===== src/rtl/core/es2cal_pkg.sv =====
// Constants and helpers for the epoch-seconds to calendar date converter.
package es2cal_pkg;

	// Field widths
	localparam int unsigned EpochW = 31;
	localparam int unsigned YearW  = 11;
	localparam int unsigned MonthW = 4;
	localparam int unsigned DayW   = 5;
	localparam int unsigned HourW  = 5;
	localparam int unsigned MinW   = 6;
	localparam int unsigned SecW   = 6;

	// Internal widths
	localparam int unsigned DaysW  = 15;  // whole days since the epoch, up to 24855
	localparam int unsigned SodW   = 17;  // seconds of the day, below 86400
	localparam int unsigned TminW  = 11;  // minutes of the day, below 1440
	localparam int unsigned CycW   = 5;   // four-year cycles since 1968
	localparam int unsigned CycRW  = 11;  // day within a four-year cycle, below 1461
	localparam int unsigned DoyW   = 9;   // day of the year from 0

	// Seconds per day is 128 * 675: shift off seven bits, then divide by 675
	localparam logic [24:0] RecipDay   = 25'd25451659;  // ceil(2^34 / 675)
	localparam int unsigned RecipDayK  = 34;
	localparam logic [9:0]  DayOdd     = 10'd675;

	// Divide by 60 as a shift by two and a divide by 15
	localparam logic [15:0] RecipMinSec = 16'd34953;    // ceil(2^19 / 15)
	localparam int unsigned RecipMinK   = 19;
	localparam logic [9:0]  RecipHour   = 10'd547;      // ceil(2^13 / 15)
	localparam int unsigned RecipHourK  = 13;
	localparam logic [5:0]  SixtyC      = 6'd60;

	// Four-year cycles counted from 1968, a leap year
	localparam logic [15:0] RecipCyc    = 16'd45934;    // ceil(2^26 / 1461)
	localparam int unsigned RecipCycK   = 26;
	localparam logic [10:0] CycDays     = 11'd1461;
	localparam logic [9:0]  EpochOffset = 10'd731;      // days from 1968-01-01 to 1970-01-01
	localparam logic [YearW-1:0] CycBaseYear = 11'd1968;

	// Year boundaries within a four-year cycle: leap year first
	localparam logic [CycRW-1:0] Yb1 = 11'd366;
	localparam logic [CycRW-1:0] Yb2 = 11'd731;
	localparam logic [CycRW-1:0] Yb3 = 11'd1096;

	localparam logic [MonthW-1:0] MonthJan = 4'd1;
	localparam logic [MonthW-1:0] MonthFeb = 4'd2;
	localparam logic [MonthW-1:0] MonthDec = 4'd12;

	// Day of the year (from 0) on which a month starts
	function automatic logic [DoyW-1:0] month_start(input logic [MonthW-1:0] m,
			input logic leap);
		logic [DoyW-1:0] base;
		unique case (m)
			4'd1:    base = 9'd0;
			4'd2:    base = 9'd31;
			4'd3:    base = 9'd59;
			4'd4:    base = 9'd90;
			4'd5:    base = 9'd120;
			4'd6:    base = 9'd151;
			4'd7:    base = 9'd181;
			4'd8:    base = 9'd212;
			4'd9:    base = 9'd243;
			4'd10:   base = 9'd273;
			4'd11:   base = 9'd304;
			4'd12:   base = 9'd334;
			default: base = 9'd0;
		endcase
		// Leap day pushes every month after February back by one
		if (leap && (m > MonthFeb))
			base = base + 9'd1;
		return base;
	endfunction

endpackage


===== src/rtl/core/epoch_seconds_to_calendar_top.sv =====
// Pipelined conversion of seconds since 1970 into date and time of day.
// Six register stages lie between the input accept and output valid.
// Throughput: one item per cycle unless the output is held; set by the six-stage
// pipeline of constant reciprocal multiplies, each registered before its correction step.
// The whole pipeline holds while the output item waits to be taken.
// Reset clears all stage valid bits; data registers are not reset.
module epoch_seconds_to_calendar_top (
	input  logic                          clk,
	input  logic                          arst_n,
	input  logic                          in_valid,
	output logic                          in_ready,
	input  logic [es2cal_pkg::EpochW-1:0] epoch_seconds,
	output logic                          out_valid,
	input  logic                          out_ready,
	output logic [es2cal_pkg::YearW-1:0]  year,
	output logic [es2cal_pkg::MonthW-1:0] month,
	output logic [es2cal_pkg::DayW-1:0]   day_of_month,
	output logic [es2cal_pkg::HourW-1:0]  hour,
	output logic [es2cal_pkg::MinW-1:0]   minute,
	output logic [es2cal_pkg::SecW-1:0]   second
);

	logic adv;
	logic vld_s1, vld_s2, vld_s3, vld_s4, vld_s5, vld_s6;

	// Stage 1 registers
	logic [es2cal_pkg::EpochW-1:0] t_s1;
	logic [48:0]                   pday_s1;
	// Stage 2 registers
	logic [es2cal_pkg::DaysW-1:0]  days_s2;
	logic [es2cal_pkg::SodW-1:0]   sod_s2;
	// Stage 3 registers
	logic [es2cal_pkg::DaysW-1:0]  dp_s3;
	logic [30:0]                   pcyc_s3;
	logic [es2cal_pkg::SodW-1:0]   sod_s3;
	logic [30:0]                   pmin_s3;
	// Stage 4 registers
	logic [es2cal_pkg::CycW-1:0]   cyc_s4;
	logic [es2cal_pkg::CycRW-1:0]  cycr_s4;
	logic [es2cal_pkg::TminW-1:0]  tmin_s4;
	logic [es2cal_pkg::SecW-1:0]   sec_s4;
	// Stage 5 registers
	logic [es2cal_pkg::YearW-1:0]  year_s5;
	logic [es2cal_pkg::DoyW-1:0]   doy_s5;
	logic                          leap_s5;
	logic [18:0]                   phr_s5;
	logic [es2cal_pkg::TminW-1:0]  tmin_s5;
	logic [es2cal_pkg::SecW-1:0]   sec_s5;
	// Stage 6 registers, the output stage
	logic [es2cal_pkg::YearW-1:0]  year_s6;
	logic [es2cal_pkg::MonthW-1:0] month_s6;
	logic [es2cal_pkg::DayW-1:0]   day_s6;
	logic [es2cal_pkg::HourW-1:0]  hour_s6;
	logic [es2cal_pkg::MinW-1:0]   min_s6;
	logic [es2cal_pkg::SecW-1:0]   sec_s6;

	// Combinational values between stages
	logic [es2cal_pkg::DaysW-1:0]  days_c;
	logic [24:0]                   dayprod_c;
	logic [9:0]                    dayrem_c;
	logic [es2cal_pkg::DaysW-1:0]  dp_c;
	logic [es2cal_pkg::CycW-1:0]   cyc_c;
	logic [es2cal_pkg::CycRW-1:0]  cycr_c;
	logic [es2cal_pkg::TminW-1:0]  tmin_c;
	logic [es2cal_pkg::SodW-1:0]   sec_full_c;
	logic [1:0]                    yic_c;
	logic [es2cal_pkg::DoyW-1:0]   doy_c;
	logic [es2cal_pkg::YearW-1:0]  year_c;
	logic [es2cal_pkg::HourW-1:0]  hour_c;
	logic [es2cal_pkg::TminW-1:0]  minfull_c;
	logic [es2cal_pkg::MonthW-1:0] month_c;
	logic [es2cal_pkg::DoyW-1:0]   mbase_c;
	logic [es2cal_pkg::DoyW-1:0]   mday_c;

	// Advance every stage unless the output item is held
	assign adv      = ~vld_s6 | out_ready;
	assign in_ready = adv;

	// Move valid bits along with the data
	always_ff @(posedge clk or negedge arst_n) begin
		if (!arst_n) begin
			vld_s1 <= 1'b0;
			vld_s2 <= 1'b0;
			vld_s3 <= 1'b0;
			vld_s4 <= 1'b0;
			vld_s5 <= 1'b0;
			vld_s6 <= 1'b0;
		end else if (adv) begin
			vld_s1 <= in_valid;
			vld_s2 <= vld_s1;
			vld_s3 <= vld_s2;
			vld_s4 <= vld_s3;
			vld_s5 <= vld_s4;
			vld_s6 <= vld_s5;
		end
	end

	// Stage 2 logic: whole days and the remainder in seconds
	always_comb begin
		days_c     = pday_s1[48:es2cal_pkg::RecipDayK];
		dayprod_c  = 25'(days_c) * 25'(es2cal_pkg::DayOdd);
		dayrem_c   = 10'(25'(t_s1[30:7]) - dayprod_c);
	end

	// Stage 3 logic: shift the day count so that it counts from 1968-01-01
	assign dp_c = days_s2 + es2cal_pkg::DaysW'(es2cal_pkg::EpochOffset);

	// Stage 4 logic: cycle and day in cycle, minutes of day and seconds
	always_comb begin
		cyc_c      = pcyc_s3[30:es2cal_pkg::RecipCycK];
		cycr_c     = es2cal_pkg::CycRW'(dp_s3 - es2cal_pkg::DaysW'(
			16'(cyc_c) * 16'(es2cal_pkg::CycDays)));
		tmin_c     = pmin_s3[29:es2cal_pkg::RecipMinK];
		sec_full_c = sod_s3 - es2cal_pkg::SodW'(17'(tmin_c) * 17'(es2cal_pkg::SixtyC));
	end

	// Stage 5 logic: year within the cycle and day of the year
	always_comb begin
		if (cycr_s4 < es2cal_pkg::Yb1) begin
			yic_c = 2'd0;
			doy_c = es2cal_pkg::DoyW'(cycr_s4);
		end else if (cycr_s4 < es2cal_pkg::Yb2) begin
			yic_c = 2'd1;
			doy_c = es2cal_pkg::DoyW'(cycr_s4 - es2cal_pkg::Yb1);
		end else if (cycr_s4 < es2cal_pkg::Yb3) begin
			yic_c = 2'd2;
			doy_c = es2cal_pkg::DoyW'(cycr_s4 - es2cal_pkg::Yb2);
		end else begin
			yic_c = 2'd3;
			doy_c = es2cal_pkg::DoyW'(cycr_s4 - es2cal_pkg::Yb3);
		end
		year_c = es2cal_pkg::CycBaseYear + es2cal_pkg::YearW'({cyc_s4, 2'b00})
			+ es2cal_pkg::YearW'(yic_c);
	end

	// Stage 6 logic: hour and minute, then month and day of month
	always_comb begin
		hour_c    = phr_s5[17:es2cal_pkg::RecipHourK];
		minfull_c = tmin_s5 - es2cal_pkg::TminW'(11'(hour_c) * 11'(es2cal_pkg::SixtyC));
		month_c   = es2cal_pkg::MonthJan;
		mbase_c   = '0;
		// Months start in rising order, so the last match wins
		for (int m = 2; m <= 12; m++) begin
			if (doy_s5 >= es2cal_pkg::month_start(es2cal_pkg::MonthW'(m), leap_s5)) begin
				month_c = es2cal_pkg::MonthW'(m);
				mbase_c = es2cal_pkg::month_start(es2cal_pkg::MonthW'(m), leap_s5);
			end
		end
		mday_c = doy_s5 - mbase_c + es2cal_pkg::DoyW'(1);
	end

	// Pipeline data registers
	always_ff @(posedge clk) begin
		if (adv) begin
			// Stage 1: days as a reciprocal product of the seconds over 128
			t_s1    <= epoch_seconds;
			pday_s1 <= 49'(epoch_seconds[30:7]) * 49'(es2cal_pkg::RecipDay);
			// Stage 2
			days_s2 <= days_c;
			sod_s2  <= {dayrem_c, t_s1[6:0]};
			// Stage 3: reciprocal products for cycles and minutes
			dp_s3   <= dp_c;
			pcyc_s3 <= 31'(dp_c) * 31'(es2cal_pkg::RecipCyc);
			sod_s3  <= sod_s2;
			pmin_s3 <= 31'(sod_s2[16:2]) * 31'(es2cal_pkg::RecipMinSec);
			// Stage 4
			cyc_s4  <= cyc_c;
			cycr_s4 <= cycr_c;
			tmin_s4 <= tmin_c;
			sec_s4  <= es2cal_pkg::SecW'(sec_full_c);
			// Stage 5: reciprocal product for hours
			year_s5 <= year_c;
			doy_s5  <= doy_c;
			leap_s5 <= (yic_c == 2'd0);
			phr_s5  <= 19'(tmin_s4[10:2]) * 19'(es2cal_pkg::RecipHour);
			tmin_s5 <= tmin_s4;
			sec_s5  <= sec_s4;
			// Stage 6
			year_s6  <= year_s5;
			month_s6 <= month_c;
			day_s6   <= es2cal_pkg::DayW'(mday_c);
			hour_s6  <= hour_c;
			min_s6   <= es2cal_pkg::MinW'(minfull_c);
			sec_s6   <= sec_s5;
		end
	end

	assign out_valid    = vld_s6;
	assign year         = year_s6;
	assign month        = month_s6;
	assign day_of_month = day_s6;
	assign hour         = hour_s6;
	assign minute       = min_s6;
	assign second       = sec_s6;

	// Month stays in calendar range and day of month is never zero
	assert property (@(posedge clk) disable iff (!arst_n)
		out_valid |-> (month >= es2cal_pkg::MonthJan) && (month <= es2cal_pkg::MonthDec)
			&& (day_of_month != '0))
		else $error("month or day out of range");

	// Time of day fields stay in range
	assert property (@(posedge clk) disable iff (!arst_n)
		out_valid |-> (hour <= 5'd23) && (minute <= 6'd59) && (second <= 6'd59))
		else $error("time of day out of range");

	// February has no 29th outside leap years
	assert property (@(posedge clk) disable iff (!arst_n)
		(out_valid && (month == es2cal_pkg::MonthFeb) && (year[1:0] != 2'b00))
			|-> (day_of_month <= 5'd28))
		else $error("leap day in a common year");

	// An item held at the output keeps the input side stalled
	assert property (@(posedge clk) disable iff (!arst_n)
		(out_valid && !out_ready) |-> !in_ready)
		else $error("input taken while output stalled");

endmodule

===== config.mk =====
export PLATFORM = sky130hd
export DESIGN_NAME = epoch_seconds_to_calendar_top
export DESIGN_NICKNAME = d
export VERILOG_FILES = /design/src/rtl/core/es2cal_pkg.sv /design/src/rtl/core/epoch_seconds_to_calendar_top.sv
export SDC_FILE = /design/constraint.sdc
export NUM_CORES = 1
export LEC_CHECK = 0
export BUFFER_PORTS_ARGS = -buffer_cell sky130_fd_sc_hd__buf_2
export CAP_MARGIN = 20
export CORE_ASPECT_RATIO = 2
export CORE_MARGIN = 1.5
export CORE_UTILIZATION = 70
export DETAILED_ROUTE_END_ITERATION = 8
export PLACE_DENSITY = 0.9
export RECOVER_POWER = 25
export SYNTH_ARGS = -nofsm -noshare
export SYNTH_HDL_FRONTEND = slang
export SYNTH_SLANG_ARGS = --single-unit
export TNS_END_PERCENT = 50

===== constraint.sdc =====
create_clock -name clk -period 13.6 [get_ports clk]
set_clock_uncertainty 0.1 [all_clocks]
set_input_delay 2.04 -clock clk [delete_from_list [all_inputs] [get_ports clk]]
set_output_delay 2.04 -clock clk [all_outputs]
set_load 0.02 [all_outputs]

==> flow_summary.json, run 1 <==
{
  "reg2reg_depth": 30,
  "worst_pin_slew_ns": 1.069,
  "drt_iter0_markers": 856,
  "fp.dieArea_mm2": 0.03929,
  "clk_pin_slew_ns": 0.07,
  "yosys.area.top_type": "ha_1",
  "yosysSeqAreaShare": 0.2323,
  "slew_headroom": 0.2852,
  "dpl.hpwl_mm": 52.67,
  "postSynthCellCount": 2443,
  "hold_depth": 0,
  "fmax_ghz": 0.1163,
  "synth_cell_type_count": 66,
  "final_common_cell": "inv_1",
  "cts_tree": "done",
  "crit_path_end_kind": "flop",
  "synth_area_leaders": "ha_1 (28%), fa_1 (24%), edfxtp_1 (23%), inv_1 (9.7%), xnor2_1 (2.7%)",
  "core_area_mm2": 0.03741,
  "path_class": "flop to flop",
  "initial_core_util": 0.7117,
  "maxCapViolCount": 0,
  "layout.nets": 3479,
  "crit_path_max_incr_delay_ns": 0.56,
  "grt_max_degree": 91,
  "cp_num_buf_inv": 6,
  "finalSetupViolCount": 0,
  "whs_endpoint": "days_s2[12]$_DFFE_PP_",
  "finalMaxSlewViolations": 0,
  "busiest_layer": "met2",
  "grt_setup_unrepaired": "no",
  "grt_overflow_total": 0,
  "multi_input_area_mm2": 0.01779,
  "antenna_found_initial": 0,
  "r2r-end": "pcyc_s3[30]$_DFFE_PP_",
  "timing.hold.ws_ns": 0.3177,
  "die_y_um": 278.8,
  "crit-reg2reg-launch": "days_s2[0]$_DFFE_PP_",
  "postCtsHoldBufs": 0,
  "crit_path_start_kind": "flop",
  "finalCritPeriodShare": 0.6325,
  "yosys_most_used_dff": "edfxtp_1",
  "finalHoldViolCount": 0,
  "outcome": "completed",
  "track_usage": 0.3353,
  "post_synth.cell_area_avg_um2": 10.90,
  "layout_common_cells": "inv_1 (687), ha_1 (601), fa_1 (313), edfxtp_1 (201), xnor2_1 (82)",
  "htreeDepth": 1,
  "wl_mm": 63.40,
  "clk_path_buf_depth": 3,
  "tns_ns": 0,
  "clock_sinks": 207,
  "dr.pass1.iters": 5,
  "insertedDiodeCount": 0,
  "vias": 17760,
  "grt_pass1_vias": 20320,
  "grtUsageMet1": 0.2645,
  "rrSetupSlack_ns": 5.00,
  "ant_nets": 0,
  "period_needed_ns": 8.602,
  "cp.arrival_ns": 8.78,
  "synthArstFlopShare": 0.02899,
  "yosysWarnings": 0,
  "grt_first_pass_wirelength_mm": 99.17,
  "seq_area_mm2": 0.006186,
  "postCtsSetupBuffers": 0,
  "gp_congestion": 1.022,
  "die_w_um": 140.9,
  "yosysTopAreaCellShare": 0.2824,
  "critical-path-top-delay-family": "adder cells",
  "insertion_delay_ns": 0.53,
  "cts_root_buffer": "clkbuf_16",
  "nFillCells": 2483,
  "synthesis.area_mm2": 0.02663,
  "drc_errors": 0,
  "pin_count": 74,
  "synth_seq_cells": 207,
  "use_met2": 0.6660,
  "cts_buffers": 19,
  "hold_class": "flop to flop",
  "required_ns": 13.78,
  "wl_per_cell_um": 21.13,
  "cp_max_fo": 7,
  "synth_edf_count": 201,
  "hold_start": "pday_s1[46]$_DFFE_PP_",
  "area_delta_synth_final_pct": 5.869,
  "cts_resized": 0,
  "via_per_inst": 5.918,
  "synth_nets": 3392,
  "drive_above_1_share": 0.04878,
  "io_buffer_count": 73,
  "crit_slowest_cell": "fa_1",
  "fp-row-count": 100,
  "met3_usage": 0.03447
}
sequential cells by signal, summed over array words and instances, names as in the netlist, 6 cells and up:
signal,count
pmin_s3,11
doy_s5,9
days_s2,15
phr_s5,6
t_s1,17
sod_s2,17
second,6
sec_s5,6
year,9
cycr_s4,11
pday_s1,15
tmin_s4,11
year_s5,9
sec_s4,6
dp_s3,11
sod_s3,6
minute,6
cell families (layout without fill, tap and decap cells):
family,Yosys count,in the layout,synth area share
compound gates,272,272,0.06635
buf+inv,702,801,0.09958
fa+ha+maj,914,914,0.5178
xor+xnor,118,118,0.03882
mux,8,8,0.003289
flops,207,207,0.2323
simple gates,222,222,0.04187
metrics by stage:
stage                     setup slack (ns)  instance area [um2]    util  cells
after floorplan                      5.226                26630       -   2443
after global placement               4.836                27530  0.7360   2965
after detailed placement             4.775                27540  0.7361   2966
after CTS                            5.116                28160  0.7528   2999
after global routing                 4.701                28190  0.7535   3001
final                                4.998                28190  0.7535   3001
synthesized netlist by cell type (6+ instances only):
| library cell | number |
|---|---|
| o21a_1 | 10 |
| nor2b_1 | 18 |
| o21ai_0 | 47 |
| fa_1 | 313 |
| ha_1 | 601 |
| dfrtp_1 | 6 |
| o211ai_1 | 13 |
| xor2_1 | 36 |
| and3_1 | 10 |
| a31oi_1 | 12 |
| inv_1 | 688 |
| nand2b_1 | 7 |
| o21bai_1 | 13 |
| nand2_1 | 55 |
| a21o_1 | 38 |
| xnor2_1 | 82 |
| a21oi_1 | 80 |
| nor3_1 | 18 |
| a211oi_1 | 9 |
| mux2_2 | 6 |
| nor2_1 | 54 |
| nand4_1 | 12 |
| nand3_1 | 22 |
| edfxtp_1 | 201 |
| clkbuf_1 | 10 |
cell type report:
class                      count  share of cell area
inverter                     688             0.09188
clock buffer                  22             0.01727
clock inverter                11            0.004883
tap                          459             0.02037
sequential                   207              0.2195
multi-input combinational   1534              0.6311
timing repair buffer          80             0.01509
metal layers:
| layer | vias up | share of wire | routed length [um] |
|---|---|---|---|
| met3 | 342 | 0.032 | 2035 |
| met1 | 8696 | 0.28 | 17920 |
| met4 | 0 | 0.12 | 7677 |
| met2 | 619 | 0.56 | 35770 |
| li1 | 8102 | - | - |
| met5 | - | 0 | 0 |
worst reg2reg max path: cells and delay by family, from the launching register on:
kind / cells / cell delay, ns
compound gates: 10 / 2.22
xor+xnor: 2 / 0.61
fa+ha+maj: 8 / 3.68
buf+inv: 6 / 0.84
flops: 1 / 0.43
simple gates: 4 / 0.49
worst max-delay path by stage:
stage / startpoint / endpoint / slack (ns) / cells after the start
after floorplan: out_ready / in_ready / 5.23 / 3
after global placement: epoch_seconds[25] / pday_s1[48]$_DFFE_PP_ / 4.84 / 22
after detailed placement: epoch_seconds[25] / pday_s1[48]$_DFFE_PP_ / 4.77 / 22
after CTS: days_s2[0]$_DFFE_PP_ / pcyc_s3[30]$_DFFE_PP_ / 5.12 / 30
after global routing: days_s2[0]$_DFFE_PP_ / pcyc_s3[30]$_DFFE_PP_ / 4.70 / 30
final: days_s2[0]$_DFFE_PP_ / pcyc_s3[30]$_DFFE_PP_ / 5.00 / 30
Power of run 1 is left out: the tool's default activity adds up to more than one toggle a clock period on the data nets, which glitch-free logic cannot reach.
==> run 2, diff against run 1 <==
- ABC_AREA: not set -> 1
- CORE_UTILIZATION: 70 -> 66
- PLACE_DENSITY: 0.9 -> 0.86
- clock period: 13.6 -> 7.96 ns (I/O delays scaled with it)
==> run 2 against run 1 <==
  * Core utilization down 4.4 points
  * Critical endpoint unchanged
  * Via count up 21%
  * Worst hold slack got worse by 0.014 ns
  * Die area rose by 14%
  * Register-to-register slack worse by 4.5 ns
  * Non-clock buffer count fell by 3
  * Count of clock-buffer cells in the layout increased by 2
  * Final area rose by 7.5%
  * Sequential share of layout area is 1.5 points lower
  * Worst setup slack worse by 4.5 ns
  * Area after synthesis grew 7.2%
  * Highest routed layer unchanged
==> flow_summary.json, run 2 <==
{
  "rrSetupSlack_ns": 0.51,
  "core_area_mm2": 0.04271,
  "wl_mm": 82.22,
  "highest-signal-layer": "met4",
  "die_y_um": 297.2,
  "drt_iter0_markers": 1071,
  "clk_pin_slew_ns": 0.08,
  "grt_setup_unrepaired": "no",
  "layout_common_cells": "inv_1 (797), ha_1 (601), nand2_1 (345), fa_1 (313), edfxtp_1 (201)",
  "finalSetupViolCount": 0,
  "synthArstFlopShare": 0.02899,
  "gp_congestion": 1.080,
  "cp_num_buf_inv": 7,
  "required_ns": 8.16,
  "numPlacedInstances": 3637,
  "wl_met1_mm": 22.09,
  "wl_met2_mm": 44.59,
  "die_w_um": 150.1,
  "area_delta_synth_final_pct": 6.117,
  "postCtsSetupBuffers": 0,
  "period_needed_ns": 7.449,
  "insertion_delay_ns": 0.55,
  "worst_pin_slew_ns": 1.230,
  "critical-path-top-delay-family": "adder cells",
  "postCtsHoldBufs": 0,
  "layout.nets": 4063,
  "synthesis.area_mm2": 0.02855,
  "crit_slowest_cell": "fa_1",
  "postSynthCellCount": 3020,
  "fp.dieArea_mm2": 0.04460,
  "finalCritPeriodShare": 0.9358,
  "reg_top3": "sod_s2 x17, t_s1 x17",
  "post_synth.cell_area_avg_um2": 9.455,
  "hold_class": "flop to flop",
  "fp-row-count": 107,
  "clock_sinks": 207,
  "clk_path_buf_depth": 3,
  "nFillCells": 3173,
  "yosysSeqAreaShare": 0.2166,
  "dr_wl_met3_mm": 3.332,
  "cp_max_fo": 8,
  "finalHoldViolCount": 0,
  "finalMaxSlewViolations": 0,
  "pin_count": 74,
  "grt_overflow_total": 0,
  "yosysTopAreaCellShare": 0.2633,
  "path_class": "flop to flop",
  "cts_resized": 0,
  "outcome": "completed",
  "io_buffer_count": 73,
  "cts_buffers": 20,
  "cts_tree": "done",
  "tns_ns": 0,
  "grt_max_degree": 77,
  "final_common_cell": "inv_1",
  "htreeDepth": 1,
  "fmax_ghz": 0.1342,
  "ant_nets": 0,
  "yosysMostFrequentCell": "inv_1",
  "crit_path_end_kind": "flop",
  "cp.arrival_ns": 7.65,
  "layout.cells.non_filler": 3673,
  "dr.pass1.iters": 8,
  "initial_core_util": 0.6686,
  "drive_above_1_share": 0.04252,
  "synth_seq_cells": 207,
  "synth_edf_count": 201,
  "drc_errors": 0,
  "dpl.hpwl_mm": 68.99,
  "synth_nets": 3969,
  "synth_common_cells": "inv_1 (797), ha_1 (601), nand2_1 (346), fa_1 (313), edfxtp_1 (201)",
  "maxCapViolCount": 0,
  "synth_cell_type_count": 47,
  "via_per_inst": 5.860,
  "antenna_found_initial": 0,
  "yosys_most_used_dff": "edfxtp_1",
  "insertedDiodeCount": 0,
  "yosys.area.top_type": "ha_1",
  "grt_first_pass_wirelength_mm": 127.5,
  "synth_area_leaders": "ha_1 (26%), fa_1 (22%), edfxtp_1 (21%), inv_1 (10%), nand2_1 (4.5%)",
  "wl_per_cell_um": 22.39,
  "vias": 21520,
  "track_usage": 0.3875,
  "crit_path_max_incr_delay_ns": 0.58,
  "grt_pass1_vias": 24420,
  "yosysWarnings": 0,
  "slew_headroom": 0.1748,
  "crit_path_start_kind": "flop",
  "cts_root_buffer": "clkbuf_16"
}
run 2: changes by cell type after synthesis, moves of 13 or more:
| cell | delta |
|---|---|
| nand2_1 | +291 |
| xnor2_1 | -44 |
| a21oi_1 | +53 |
| inv_1 | +109 |
| nor2b_1 | -18 |
| nand4_1 | +13 |
| o21ai_0 | +35 |
| xor2_1 | +31 |
| a21o_1 | -22 |
| nand3_1 | +62 |
| nor2_1 | +115 |
run 2: logic make-up (layout without fill, tap and decap cells):
logic type	after synthesis	count (layout)	synth area share
adder cells (fa/ha/maj)	914	914	0.4828
AND/OR/NAND/NOR	677	677	0.09920
XOR/XNOR	107	107	0.03334
multiplexers	5	5	0.001972
flip-flops	207	207	0.2166
buffers and inverters	809	917	0.1068
AO/OA/AOI/OAI	301	301	0.05924
run 2: final timing paths:
| check | endpoint | cells past startpoint | from |
|---|---|---|---|
| worst max-delay path | pcyc_s3[30]$_DFFE_PP_ | 31 | days_s2[0]$_DFFE_PP_ |
| worst min-delay path | days_s2[10]$_DFFE_PP_ | 0 | pday_s1[44]$_DFFE_PP_ |
| worst max register to register | pcyc_s3[30]$_DFFE_PP_ | 31 | days_s2[0]$_DFFE_PP_ |
| worst min register to register | days_s2[10]$_DFFE_PP_ | 0 | pday_s1[44]$_DFFE_PP_ |
| max in group asynchronous | vld_s4$_DFFE_PN0P_ | 1 | arst_n |
| min in group asynchronous | vld_s5$_DFFE_PN0P_ | 1 | arst_n |
run 2: routing by layer:
layer	vias to the layer above	track usage
met3	548	0.05767
met5	-	0
met1	10240	0.2925
met4	0	0.4554
met2	923	0.7288
li1	9811	-
run 2: final cells by class:
cell class,count,area [um2],share of cell area
clock buffer,24,535.5,0.01767
clock inverter,12,175.2,0.005781
inverter,804,3018,0.09960
multi-input combinational,2004,19330,0.6378
sequential,207,6186,0.2041
tap,545,681.9,0.02250
timing repair buffer,77,379.1,0.01251
run 2: through the flow:
stage / util / setup slack, ns / hold WS, ns / instance area (um2)
after floorplan: - / 0.9655 / 0.3003 / 28550
after global placement: 0.6933 / 0.4990 / 0.3004 / 29610
after detailed placement: 0.6933 / 0.3991 / 0.3045 / 29610
after CTS: 0.7099 / 0.4952 / 0.2984 / 30320
after global routing: 0.7095 / 0.1413 / 0.3172 / 30300
final: 0.7095 / 0.5108 / 0.3033 / 30300
Power of run 2 is left out for the same reason.
==> run 3, diff against run 2 <==
==> constraint.sdc (replaced) <==
create_clock -name clk -period 7.96 [get_ports clk]
set_clock_uncertainty 0.1 [all_clocks]
set_input_delay 0.796 -clock clk [delete_from_list [all_inputs] [get_ports clk]]
set_output_delay 0.796 -clock clk [all_outputs]
set_load 0.02 [all_outputs]
==> run 3 against run 2 <==
  * Critical path depth did not move
  * Maximum frequency rose by 0.93%
  * Core utilization barely moved
  * Non-clock buffer count fell by 1
  * Critical path type unchanged
  * Highest routed layer unchanged
==> flow_summary.json, run 3 (synthesis results as in run 2) <==
{
  "cts_root_buffer": "clkbuf_16",
  "drt_iter0_markers": 1170,
  "outcome": "completed",
  "crit_path_end_kind": "flop",
  "tns_ns": 0,
  "wl_met1_mm": 21.72,
  "io_buffer_count": 73,
  "wl_per_cell_um": 22.23,
  "period_needed_ns": 7.380,
  "dpl.hpwl_mm": 67.23,
  "crit_path_frequent_cell": "nand2_1",
  "crit_path_max_incr_delay_ns": 0.54,
  "finalCritPeriodShare": 0.9272,
  "grt_pass1_vias": 24240,
  "place_area_mm2": 0.02960,
  "finalMaxSlewViolations": 0,
  "grt_first_pass_wirelength_mm": 125.6,
  "die_w_um": 150.1,
  "via_per_inst": 5.877,
  "nFillCells": 3130,
  "core_area_mm2": 0.04271,
  "drc_errors": 0,
  "antenna_found_initial": 1,
  "wl_mm": 81.66,
  "timing.hold.ws_ns": 0.3092,
  "initial_core_util": 0.6686,
  "fp-row-count": 107,
  "track_usage": 0.3820,
  "final_common_cell": "inv_1",
  "grt_overflow_total": 0,
  "fin_area_mm2": 0.03031,
  "slew_headroom": 0.2949,
  "vias": 21590,
  "grt_setup_unrepaired": "no",
  "htreeDepth": 1,
  "path_class": "flop to flop",
  "layout_common_cells": "inv_1 (798), ha_1 (601), nand2_1 (345), fa_1 (313), edfxtp_1 (201)",
  "fp.dieArea_mm2": 0.04460,
  "postCtsHoldBufs": 1,
  "clock_sinks": 207,
  "clk_pin_slew_ns": 0.08,
  "highest-signal-layer": "met4",
  "cts_resized": 0,
  "area_delta_synth_final_pct": 6.148,
  "cp_max_fo": 8,
  "reg_top3": "sod_s2 x17, t_s1 x17",
  "fmax_ghz": 0.1355,
  "maxCapViolCount": 0,
  "crit_slowest_cell": "fa_1",
  "worst_pin_slew_ns": 1.050,
  "gp_congestion": 1.110,
  "cts_tree": "done",
  "dr.pass1.iters": 8,
  "pin_count": 74,
  "die_y_um": 297.2,
  "dr_wl_met3_mm": 4.542,
  "drive_above_1_share": 0.04125,
  "ant_nets": 0,
  "hold_class": "input pin to flop",
  "crit_path_start_kind": "flop",
  "finalSetupViolCount": 0,
  "insertion_delay_ns": 0.57,
  "postCtsSetupBuffers": 0,
  "wl_met2_mm": 43.35,
  "required_ns": 8.16,
  "layout.nets": 4062,
  "finalHoldViolCount": 0,
  "grt_max_degree": 147,
  "cp.arrival_ns": 7.58,
  "clk_path_buf_depth": 3,
  "cts_buffers": 20
}
[run 3: metrics by stage]
| step | setup WS, ns | util | std cells |
|---|---|---|---|
| after floorplan | 1.435 | - | 3020 |
| after global placement | 1.069 | 0.6930 | 3634 |
| after detailed placement | 0.8859 | 0.6930 | 3634 |
| after CTS | 0.7907 | 0.7098 | 3671 |
| after global routing | 0.2126 | 0.7097 | 3672 |
| final | 0.5797 | 0.7097 | 3673 |
[run 3: critical path: cells and delay by family (launching register included)]
family	cells	cell delay (ns)
and+or+nand+nor	13	1.50
buffers and inverters	6	0.75
xor gates and xnor gates	1	0.28
DFF	1	0.47
adders and majority gates	7	3.42
AOI/OAI and AO/OA	4	0.60
[run 3: metal layers]
layer  global-route usage  up-vias
li1                     -     9808
met1               0.2827    10350
met2               0.7066      893
met3              0.08788      534
met4               0.4395        0
met5                    0        -
[run 3: path summary, 6_finish.rpt]
path                                 startpoint                     to  slack (ns)  cells after the start
min reg2reg                year_s5[0]$_DFFE_PP_      year[0]$_DFFE_PP_        0.31                      0
min in group asynchronous                arst_n  out_valid$_DFFE_PN0P_        0.55                      2
max reg2reg                days_s2[0]$_DFFE_PP_  pcyc_s3[28]$_DFFE_PP_        0.58                     31
min                            epoch_seconds[4]      t_s1[4]$_DFFE_PP_        0.31                      1
max in group asynchronous                arst_n     vld_s4$_DFFE_PN0P_        6.94                      2
max                        days_s2[0]$_DFFE_PP_  pcyc_s3[28]$_DFFE_PP_        0.58                     31
[run 3: final cells by class]
class | instances | area (um2) | share of cell area
Clock inverter | 12 | 181.4 | 0.005986
Antenna cell | 1 | 2.502 | 0.00008256
Multi-Input combinational cell | 2004 | 19330 | 0.6376
Tap cell | 545 | 681.9 | 0.02250
Inverter | 804 | 3018 | 0.09957
Timing Repair Buffer | 76 | 389.1 | 0.01284
Sequential cell | 207 | 6186 | 0.2041
Clock buffer | 24 | 525.5 | 0.01734
Power of run 3 is left out for the same reason.
